$ cat src/hw/rtl/axsd_pkg.sv
`timescale 1ns / 1ps
// Shared types, register indexes and the key byte lookup of the archive
// stream decryptor. No dependencies.
package axsd_pkg;

	localparam int KEY_BYTES      = 16;
	localparam int KEY_IDX_W      = $clog2(KEY_BYTES);
	localparam int KEY_W          = KEY_BYTES * 8;
	localparam int CFG_IDX_W      = 3;
	localparam int CFG_DATA_W     = 32;
	localparam int HIST_W         = 32;

	localparam logic [CFG_IDX_W-1:0] REG_CHAINED_MODE = 3'd0;
	localparam logic [CFG_IDX_W-1:0] REG_KEY_WORD_0   = 3'd1;
	localparam logic [CFG_IDX_W-1:0] REG_KEY_WORD_1   = 3'd2;
	localparam logic [CFG_IDX_W-1:0] REG_KEY_WORD_2   = 3'd3;
	localparam logic [CFG_IDX_W-1:0] REG_KEY_WORD_3   = 3'd4;

	localparam logic [KEY_IDX_W-1:0] FIRST_WORD_LAST_IDX = 4'd3;

	typedef struct packed {
		logic             chained_mode;
		logic [KEY_W-1:0] key;
	} cfg_t;

	// Key byte i sits at bits 8*i+7 : 8*i of the packed key.
	function automatic logic [7:0] key_byte(input logic [KEY_W-1:0] key,
		input logic [KEY_IDX_W-1:0] idx);
		logic [7:0] b;
		b = key[idx*8 +: 8];
		return b;
	endfunction

endpackage

$ cat src/hw/rtl/axsd_if.sv
`timescale 1ns / 1ps
// Valid/ready stream interfaces for ciphertext requests and plaintext results.
// Depends on nothing.
interface axsd_in_if;
	logic       valid;
	logic       ready;
	logic [7:0] cipher_byte;
	logic       end_of_member;

	modport source (output valid, cipher_byte, end_of_member, input ready);
	modport sink (input valid, cipher_byte, end_of_member, output ready);
endinterface

interface axsd_out_if;
	logic       valid;
	logic       ready;
	logic [7:0] plain_byte;
	logic       last_out;

	modport source (output valid, plain_byte, last_out, input ready);
	modport sink (input valid, plain_byte, last_out, output ready);
endinterface

$ cat src/hw/rtl/archive_xor_stream_decryptor.sv
`timescale 1ns / 1ps
// Archive member stream decryptor, one ciphertext byte in, one plaintext byte out.
// Datapath: an accepted request is captured in the input register and moves into
// the result register, from which it is offered, once that register is free.
// Throughput: one byte per cycle, set by the single XOR stage between the
// input register and the result register; stalls only when results are not taken.
// Reset: clears the mode bit, the key, the member position and the history.
module archive_xor_stream_decryptor (
	input  logic                             clk,
	input  logic                             arst_n,
	input  logic                             cfg_we,
	input  logic [axsd_pkg::CFG_IDX_W-1:0]   cfg_index,
	input  logic [axsd_pkg::CFG_DATA_W-1:0]  cfg_wdata,
	axsd_in_if.sink                          in_ch,
	axsd_out_if.source                       out_ch
);

	axsd_pkg::cfg_t cfg;

	axsd_cfg_regs u_cfg (
		.clk       (clk),
		.arst_n    (arst_n),
		.cfg_we    (cfg_we),
		.cfg_index (cfg_index),
		.cfg_wdata (cfg_wdata),
		.cfg       (cfg)
	);

	axsd_core u_core (
		.clk    (clk),
		.arst_n (arst_n),
		.cfg    (cfg),
		.in_ch  (in_ch),
		.out_ch (out_ch)
	);

endmodule

$ cat src/hw/rtl/axsd_cfg_regs.sv
`timescale 1ns / 1ps
// Configuration registers: mode bit and the 128-bit key.
// Depends on axsd_pkg.
module axsd_cfg_regs (
	input  logic                             clk,
	input  logic                             arst_n,
	input  logic                             cfg_we,
	input  logic [axsd_pkg::CFG_IDX_W-1:0]   cfg_index,
	input  logic [axsd_pkg::CFG_DATA_W-1:0]  cfg_wdata,
	output axsd_pkg::cfg_t                   cfg
);

	logic                         chained_mode_q;
	logic [axsd_pkg::KEY_W-1:0]   key_q;

	always_ff @(posedge clk or negedge arst_n) begin
		if (!arst_n) begin
			chained_mode_q <= 1'b0;
			key_q          <= '0;
		end else if (cfg_we) begin
			case (cfg_index)
				axsd_pkg::REG_CHAINED_MODE: chained_mode_q <= cfg_wdata[0];
				axsd_pkg::REG_KEY_WORD_0:   key_q[31:0]    <= cfg_wdata;
				axsd_pkg::REG_KEY_WORD_1:   key_q[63:32]   <= cfg_wdata;
				axsd_pkg::REG_KEY_WORD_2:   key_q[95:64]   <= cfg_wdata;
				axsd_pkg::REG_KEY_WORD_3:   key_q[127:96]  <= cfg_wdata;
				default: ;
			endcase
		end
	end

	assign cfg.chained_mode = chained_mode_q;
	assign cfg.key          = key_q;

endmodule

$ cat src/hw/rtl/axsd_core.sv
`timescale 1ns / 1ps
// Decrypt datapath: input register, member position and ciphertext history,
// XOR logic and the result register. Depends on axsd_pkg and axsd_if.
module axsd_core (
	input  logic            clk,
	input  logic            arst_n,
	input  axsd_pkg::cfg_t  cfg,
	axsd_in_if.sink         in_ch,
	axsd_out_if.source      out_ch
);

	logic                              valid_s1;
	logic [7:0]                        cipher_s1;
	logic                              last_s1;
	logic                              valid_s2;
	logic [7:0]                        plain_s2;
	logic                              last_s2;
	logic [axsd_pkg::KEY_IDX_W-1:0]    key_index_q;
	logic                              past_first_word_q;
	logic [axsd_pkg::HIST_W-1:0]       cipher_history_q;

	logic       s2_free;
	logic       move_s1;
	logic       accept;
	logic [7:0] kb;
	logic [7:0] chain_byte;
	logic [7:0] plain_d;

	assign s2_free     = !valid_s2 || out_ch.ready;
	assign move_s1     = valid_s1 && s2_free;
	assign in_ch.ready = !valid_s1 || s2_free;
	assign accept      = in_ch.valid && in_ch.ready;

	// In chained mode the first word of a member XORs its key byte twice,
	// so those bytes pass through unchanged.
	assign kb         = axsd_pkg::key_byte(cfg.key, key_index_q);
	assign chain_byte = past_first_word_q ? cipher_history_q[31:24] : kb;
	assign plain_d    = cipher_s1 ^ kb ^ (cfg.chained_mode ? chain_byte : 8'h00);

	always_ff @(posedge clk or negedge arst_n) begin
		if (!arst_n) begin
			valid_s1 <= 1'b0;
			valid_s2 <= 1'b0;
		end else begin
			if (in_ch.ready) begin
				valid_s1 <= in_ch.valid;
			end
			if (s2_free) begin
				valid_s2 <= valid_s1;
			end
		end
	end

	always_ff @(posedge clk) begin
		if (accept) begin
			cipher_s1 <= in_ch.cipher_byte;
			last_s1   <= in_ch.end_of_member;
		end
		if (move_s1) begin
			plain_s2 <= plain_d;
			last_s2  <= last_s1;
		end
	end

	always_ff @(posedge clk or negedge arst_n) begin
		if (!arst_n) begin
			key_index_q       <= '0;
			past_first_word_q <= 1'b0;
			cipher_history_q  <= '0;
		end else if (move_s1) begin
			if (last_s1) begin
				key_index_q       <= '0;
				past_first_word_q <= 1'b0;
				cipher_history_q  <= '0;
			end else begin
				if (key_index_q == axsd_pkg::FIRST_WORD_LAST_IDX) begin
					past_first_word_q <= 1'b1;
				end
				key_index_q      <= key_index_q + axsd_pkg::KEY_IDX_W'(1);
				cipher_history_q <= {cipher_history_q[axsd_pkg::HIST_W-9:0], cipher_s1};
			end
		end
	end

	assign out_ch.valid      = valid_s2;
	assign out_ch.plain_byte = plain_s2;
	assign out_ch.last_out   = last_s2;

endmodule

$ cat src/flat_wrapper.sv
// flat-port wrapper written by rule: the top's interface ports become plain ports
module archive_xor_stream_decryptor_flat 
  (clk, arst_n, cfg_we, cfg_index, cfg_wdata, in_ch_valid, in_ch_cipher_byte, in_ch_end_of_member, in_ch_ready, out_ch_valid, out_ch_plain_byte, out_ch_last_out, out_ch_ready);
  axsd_in_if in_ch_i ();
  axsd_out_if out_ch_i ();
  input  logic clk;
  input  logic arst_n;
  input  logic cfg_we;
  input  logic [axsd_pkg::CFG_IDX_W-1:0] cfg_index;
  input  logic [axsd_pkg::CFG_DATA_W-1:0] cfg_wdata;
  input wire logic [$bits(in_ch_i.valid)-1:0] in_ch_valid;
  input wire logic [$bits(in_ch_i.cipher_byte)-1:0] in_ch_cipher_byte;
  input wire logic [$bits(in_ch_i.end_of_member)-1:0] in_ch_end_of_member;
  output wire logic [$bits(in_ch_i.ready)-1:0] in_ch_ready;
  output wire logic [$bits(out_ch_i.valid)-1:0] out_ch_valid;
  output wire logic [$bits(out_ch_i.plain_byte)-1:0] out_ch_plain_byte;
  output wire logic [$bits(out_ch_i.last_out)-1:0] out_ch_last_out;
  input wire logic [$bits(out_ch_i.ready)-1:0] out_ch_ready;
  assign in_ch_i.valid = in_ch_valid;
  assign in_ch_i.cipher_byte = in_ch_cipher_byte;
  assign in_ch_i.end_of_member = in_ch_end_of_member;
  assign in_ch_ready = in_ch_i.ready;
  assign out_ch_valid = out_ch_i.valid;
  assign out_ch_plain_byte = out_ch_i.plain_byte;
  assign out_ch_last_out = out_ch_i.last_out;
  assign out_ch_i.ready = out_ch_ready;
  archive_xor_stream_decryptor u_core (.clk(clk), .arst_n(arst_n), .cfg_we(cfg_we), .cfg_index(cfg_index), .cfg_wdata(cfg_wdata), .in_ch(in_ch_i), .out_ch(out_ch_i));
endmodule
$ cat config.mk
export PLATFORM = sky130hd
export DESIGN_NAME = archive_xor_stream_decryptor_flat
export DESIGN_NICKNAME = d
export VERILOG_FILES = /design/src/hw/rtl/axsd_pkg.sv /design/src/hw/rtl/axsd_if.sv /design/src/hw/rtl/archive_xor_stream_decryptor.sv /design/src/hw/rtl/axsd_cfg_regs.sv /design/src/hw/rtl/axsd_core.sv /design/src/flat_wrapper.sv
export SDC_FILE = /design/constraint.sdc
export NUM_CORES = 1
export LEC_CHECK = 0
export BUFFER_PORTS_ARGS = -buffer_cell sky130_fd_sc_hd__buf_4
export CELL_PAD_IN_SITES_DETAIL_PLACEMENT = 0
export CELL_PAD_IN_SITES_GLOBAL_PLACEMENT = 1
export CORE_MARGIN = 10
export CORE_UTILIZATION = 50
export DETAILED_ROUTE_END_ITERATION = 7
export PLACE_DENSITY = 0.9
export SLEW_MARGIN = 0
export SYNTH_ARGS = -nofsm -noshare
export SYNTH_HDL_FRONTEND = slang
export SYNTH_SLANG_ARGS = --single-unit
$ cat constraint.sdc
create_clock -name clk -period 6.01 [get_ports clk]
set_input_delay 0.9015 -clock clk [delete_from_list [all_inputs] [get_ports clk]]
set_output_delay 0.9015 -clock clk [all_outputs]
set_load 0.1 [all_outputs]
==> impl_metrics.ini <==
[status]
outcome = finished clean

[grt]
grt_use_total = 0.158
grt_max_degree = 97
grt_antenna_before_repair = 0
global_route.overflow_total = 0
grt_pass1_vias = 5215
grt_first_pass_wirelength_mm = 27.3

[setup_path]
worst_r2r_path_depth = 6
timing.critical_path.required_ns = 6.27
worstPathArrival_ns = 2.84
crit_fanout = 72
endpoint_kind = register
critical_path.startpoint_type = input pin
critPathKind = input pin to register

[logic_synthesis]
post_synth_main_area_contributors = sky130_fd_sc_hd__dfrtp_1 50%, sky130_fd_sc_hd__mux2_2 18%, sky130_fd_sc_hd__mux4_1 8.5%
synth_top_area_share = 0.503
yosys_cell_types = 30
syn_nets = 619
syn_avg_cell_area_um2 = 14.7
synth-seq-cells = 186
synth_seq_area_share = 0.567
yosysTopAreaCell = sky130_fd_sc_hd__dfrtp_1
ys.warnings.count = 0
synth_area_mm2 = 0.00836
syn_inst = 569

[detailed_routing]
drtIter0Drc = 355
route.antenna.remaining_nets = 0
detailedRoute.firstPassIterationCount = 5
drt-total-wl_mm = 16.4
routedWlPerCell_um = 19.2
route.detailed.drc = 0
via_per_inst = 5.54
vias = 4721

[finish]
num-nets-final = 669
layout-drive-gt1-share = 0.372
utilization = 0.579
fillCellCount = 1304
area_growth_pct = 14.1
antenna_cells = 0

[cts]
postCtsSetupBuffers = 0
clock_tree_from_tritoncts = yes
resized_gates_after_cts = 0
worstSkewPairLatency_ns = 0.44
cts_inserted_buffers = 17
clk_path_buf_depth = 2
h-tree-depth = 4
cts-hold-fix-buffers = 0
clk_transition_reported_paths_ns = 0.06
cts.root.buffer_cell = sky130_fd_sc_hd__clkbuf_16
cts.sinks = 186

[floorplan]
num_io_pins = 60
dieArea_mm2 = 0.0223
initial_core_utilization = 0.508
die-height_um = 149
placeableCoreArea_mm2 = 0.0165
std_cell_rows = 47
die_width_um = 149

[timing]
fin_tns_setup_ns = 0
rsz_0062_raised_after_global_routing = no
finClkSkew_ns = 0.0148
final_period_minus_worst_setup_slack_ns = 2.57
hold_viol = 0
max_freq_mhz = 388
relSlewSlack = 0.300
maxSlewViolCount = 0
period_share = 0.428
setup_viol = 0
max_slew.worst_pin.slew_ns = 1.05

[power_and_ir_drop]
irDropWorstVdd_mv = 0.247
static-leakage-power_nw = 4.09
p_per_area_mw_per_mm2 = 401

[worst_hold_path]
worst_hold_path.num_cells = 2
hp-class = register to register

[placement]
place.detailed.hpwl_mm = 10.7
gp_congestion = 0.757
port_buffers = 59

[flow_run]
maxCapViolCount = 0
-- cells by family after synthesis --
family | after synthesis | share of synthesized area
AO/OA/AOI/OAI | 47 | 0.0289
AND/OR/NAND/NOR | 95 | 0.0578
XOR/XNOR | 8 | 0.00838
adder cells (fa/ha/maj) | 1 | 0.00150
multiplexers | 194 | 0.312
buffers and inverters | 38 | 0.0244
flip-flops | 186 | 0.567
-- path summary, 6_finish.rpt --
| check | from | to | slack [ns] |
|---|---|---|---|
| min | u_core.u_core.cipher_history_q[19]$_DFFE_PN0P_ | u_core.u_core.cipher_history_q[19]$_DFFE_PN0P_ | 0.48 |
| max reg2reg | u_core.u_core.key_index_q[1]$_DFFE_PN0P_ | u_core.u_core.out_ch.plain_byte[5]$_DFFE_PP_ | 3.46 |
| max | out_ch_ready | u_core.u_core.key_index_q[2]$_DFFE_PN0P_ | 3.44 |
| min in group asynchronous | arst_n | u_core.u_core.cipher_history_q[24]$_DFFE_PN0P_ | 0.55 |
| min reg2reg | u_core.u_core.cipher_history_q[19]$_DFFE_PN0P_ | u_core.u_core.cipher_history_q[19]$_DFFE_PN0P_ | 0.48 |
| max in group asynchronous | arst_n | u_core.u_cfg.key_q[35]$_DFFE_PN0P_ | 4.05 |
-- critical path: stages --
cell and delay, ns:
sky130_fd_sc_hd__buf_4 0.11, sky130_fd_sc_hd__nand2b_1 0.16, sky130_fd_sc_hd__nand2_2 0.77, sky130_fd_sc_hd__inv_1 0.45, sky130_fd_sc_hd__nand2_1 0.20, sky130_fd_sc_hd__mux2_2 0.16, sky130_fd_sc_hd__o21ai_0 0.06
-- registers in the layout (all words and copies together) (netlist names) --
register and count:
u_core.u_cfg.key_q 128, u_core.u_core.cipher_history_q 32, u_core.u_core.cipher_s1 8, u_core.u_core.out_ch.plain_byte 8, u_core.u_core.key_index_q 4, u_core.u_cfg.chained_mode_q 1, u_core.u_core.last_s1 1, u_core.u_core.out_ch.last_out 1
u_core.u_core.out_ch.valid 1, u_core.u_core.past_first_word_q 1, u_core.u_core.valid_s1 1
-- cells in the final DEF (no fill, tap or decap), drive strengths merged --
cell type / instances
and2: 1
o31a: 1
nand2: 40
dfrtp: 168
inv: 4
edfxtp: 18
nor3: 2
xnor2: 8
nand3: 2
clkinvlp: 1
nand2b: 36
and3: 9
mux2i: 32
o21ai: 43
nor2: 3
buf: 67
mux4: 32
a21o: 1
mux2: 130
nor2b: 1
clkinv: 4
a21oi: 2
clkbuf: 24
bufinv: 1
nand3b: 1
ha: 1
-- cell usage after synthesis --
cell type                  instances
sky130_fd_sc_hd__dfrtp_1         168
sky130_fd_sc_hd__mux2_2          130
sky130_fd_sc_hd__o21ai_0          43
sky130_fd_sc_hd__nand2_1          40
sky130_fd_sc_hd__nand2b_1         36
sky130_fd_sc_hd__mux2i_1          32
sky130_fd_sc_hd__mux4_1           27
sky130_fd_sc_hd__edfxtp_1         18
sky130_fd_sc_hd__clkbuf_1         15
sky130_fd_sc_hd__and3_1            9
sky130_fd_sc_hd__buf_2             9
sky130_fd_sc_hd__xnor2_1           8
sky130_fd_sc_hd__buf_1             6
sky130_fd_sc_hd__mux4_2            5
sky130_fd_sc_hd__nor2_1            3
sky130_fd_sc_hd__a21oi_1           2
sky130_fd_sc_hd__buf_6             2
sky130_fd_sc_hd__inv_1             2
sky130_fd_sc_hd__nand3_1           2
sky130_fd_sc_hd__nor3_1            2
sky130_fd_sc_hd__a21o_1            1
sky130_fd_sc_hd__and2_1            1
sky130_fd_sc_hd__buf_12            1
sky130_fd_sc_hd__buf_4             1
sky130_fd_sc_hd__buf_8             1
sky130_fd_sc_hd__clkbuf_4          1
sky130_fd_sc_hd__ha_1              1
sky130_fd_sc_hd__nand3b_1          1
sky130_fd_sc_hd__nor2b_1           1
sky130_fd_sc_hd__o31a_1            1
-- power by group --
part | leakage (nW) | switching, W | internal [W]
clock network | 0.287 | 0.000456 | 0.000629
registers | 2.24 | 0.000147 | 0.00153
logic | 1.56 | 0.000549 | 0.000518
-- cell type report --
cell class / count / area [um^2] / area share
clock buffers: 24 / 502 / 0.0526
multi-input cells: 345 / 3420 / 0.359
flip-flops and latches: 186 / 4740 / 0.497
repair buffers: 67 / 507 / 0.0531
well taps: 220 / 275 / 0.0289
inverters: 2 / 7.51 / 0.000787
clock inverters: 8 / 82.6 / 0.00866
-- per-stage QoR --
stage | total power (W) | cell area, um^2 | cells | setup WS, ns | hold WS, ns
after CTS | 0.00387 | 9540 | 852 | 3.45 | 0.486
after floorplan | 0.00249 | 8360 | 569 | 3.19 | 0.424
after global routing | 0.00403 | 9540 | 852 | 3.19 | 0.502
after global placement | 0.00272 | 8950 | 820 | 3.06 | 0.462
final | 0.00383 | 9540 | 852 | 3.44 | 0.483
after detailed placement | 0.00277 | 8950 | 820 | 3.02 | 0.472
-- layer usage --
metal,part of all wire,GRT usage,up-vias
li1,-,-,2181
met1,0.41,0.179,2431
met2,0.54,0.277,89
met3,0.036,0.0400,20
met4,0.018,0.0658,0
met5,0,0,-
No activity file was read; power rests on OpenSTA's default activity.
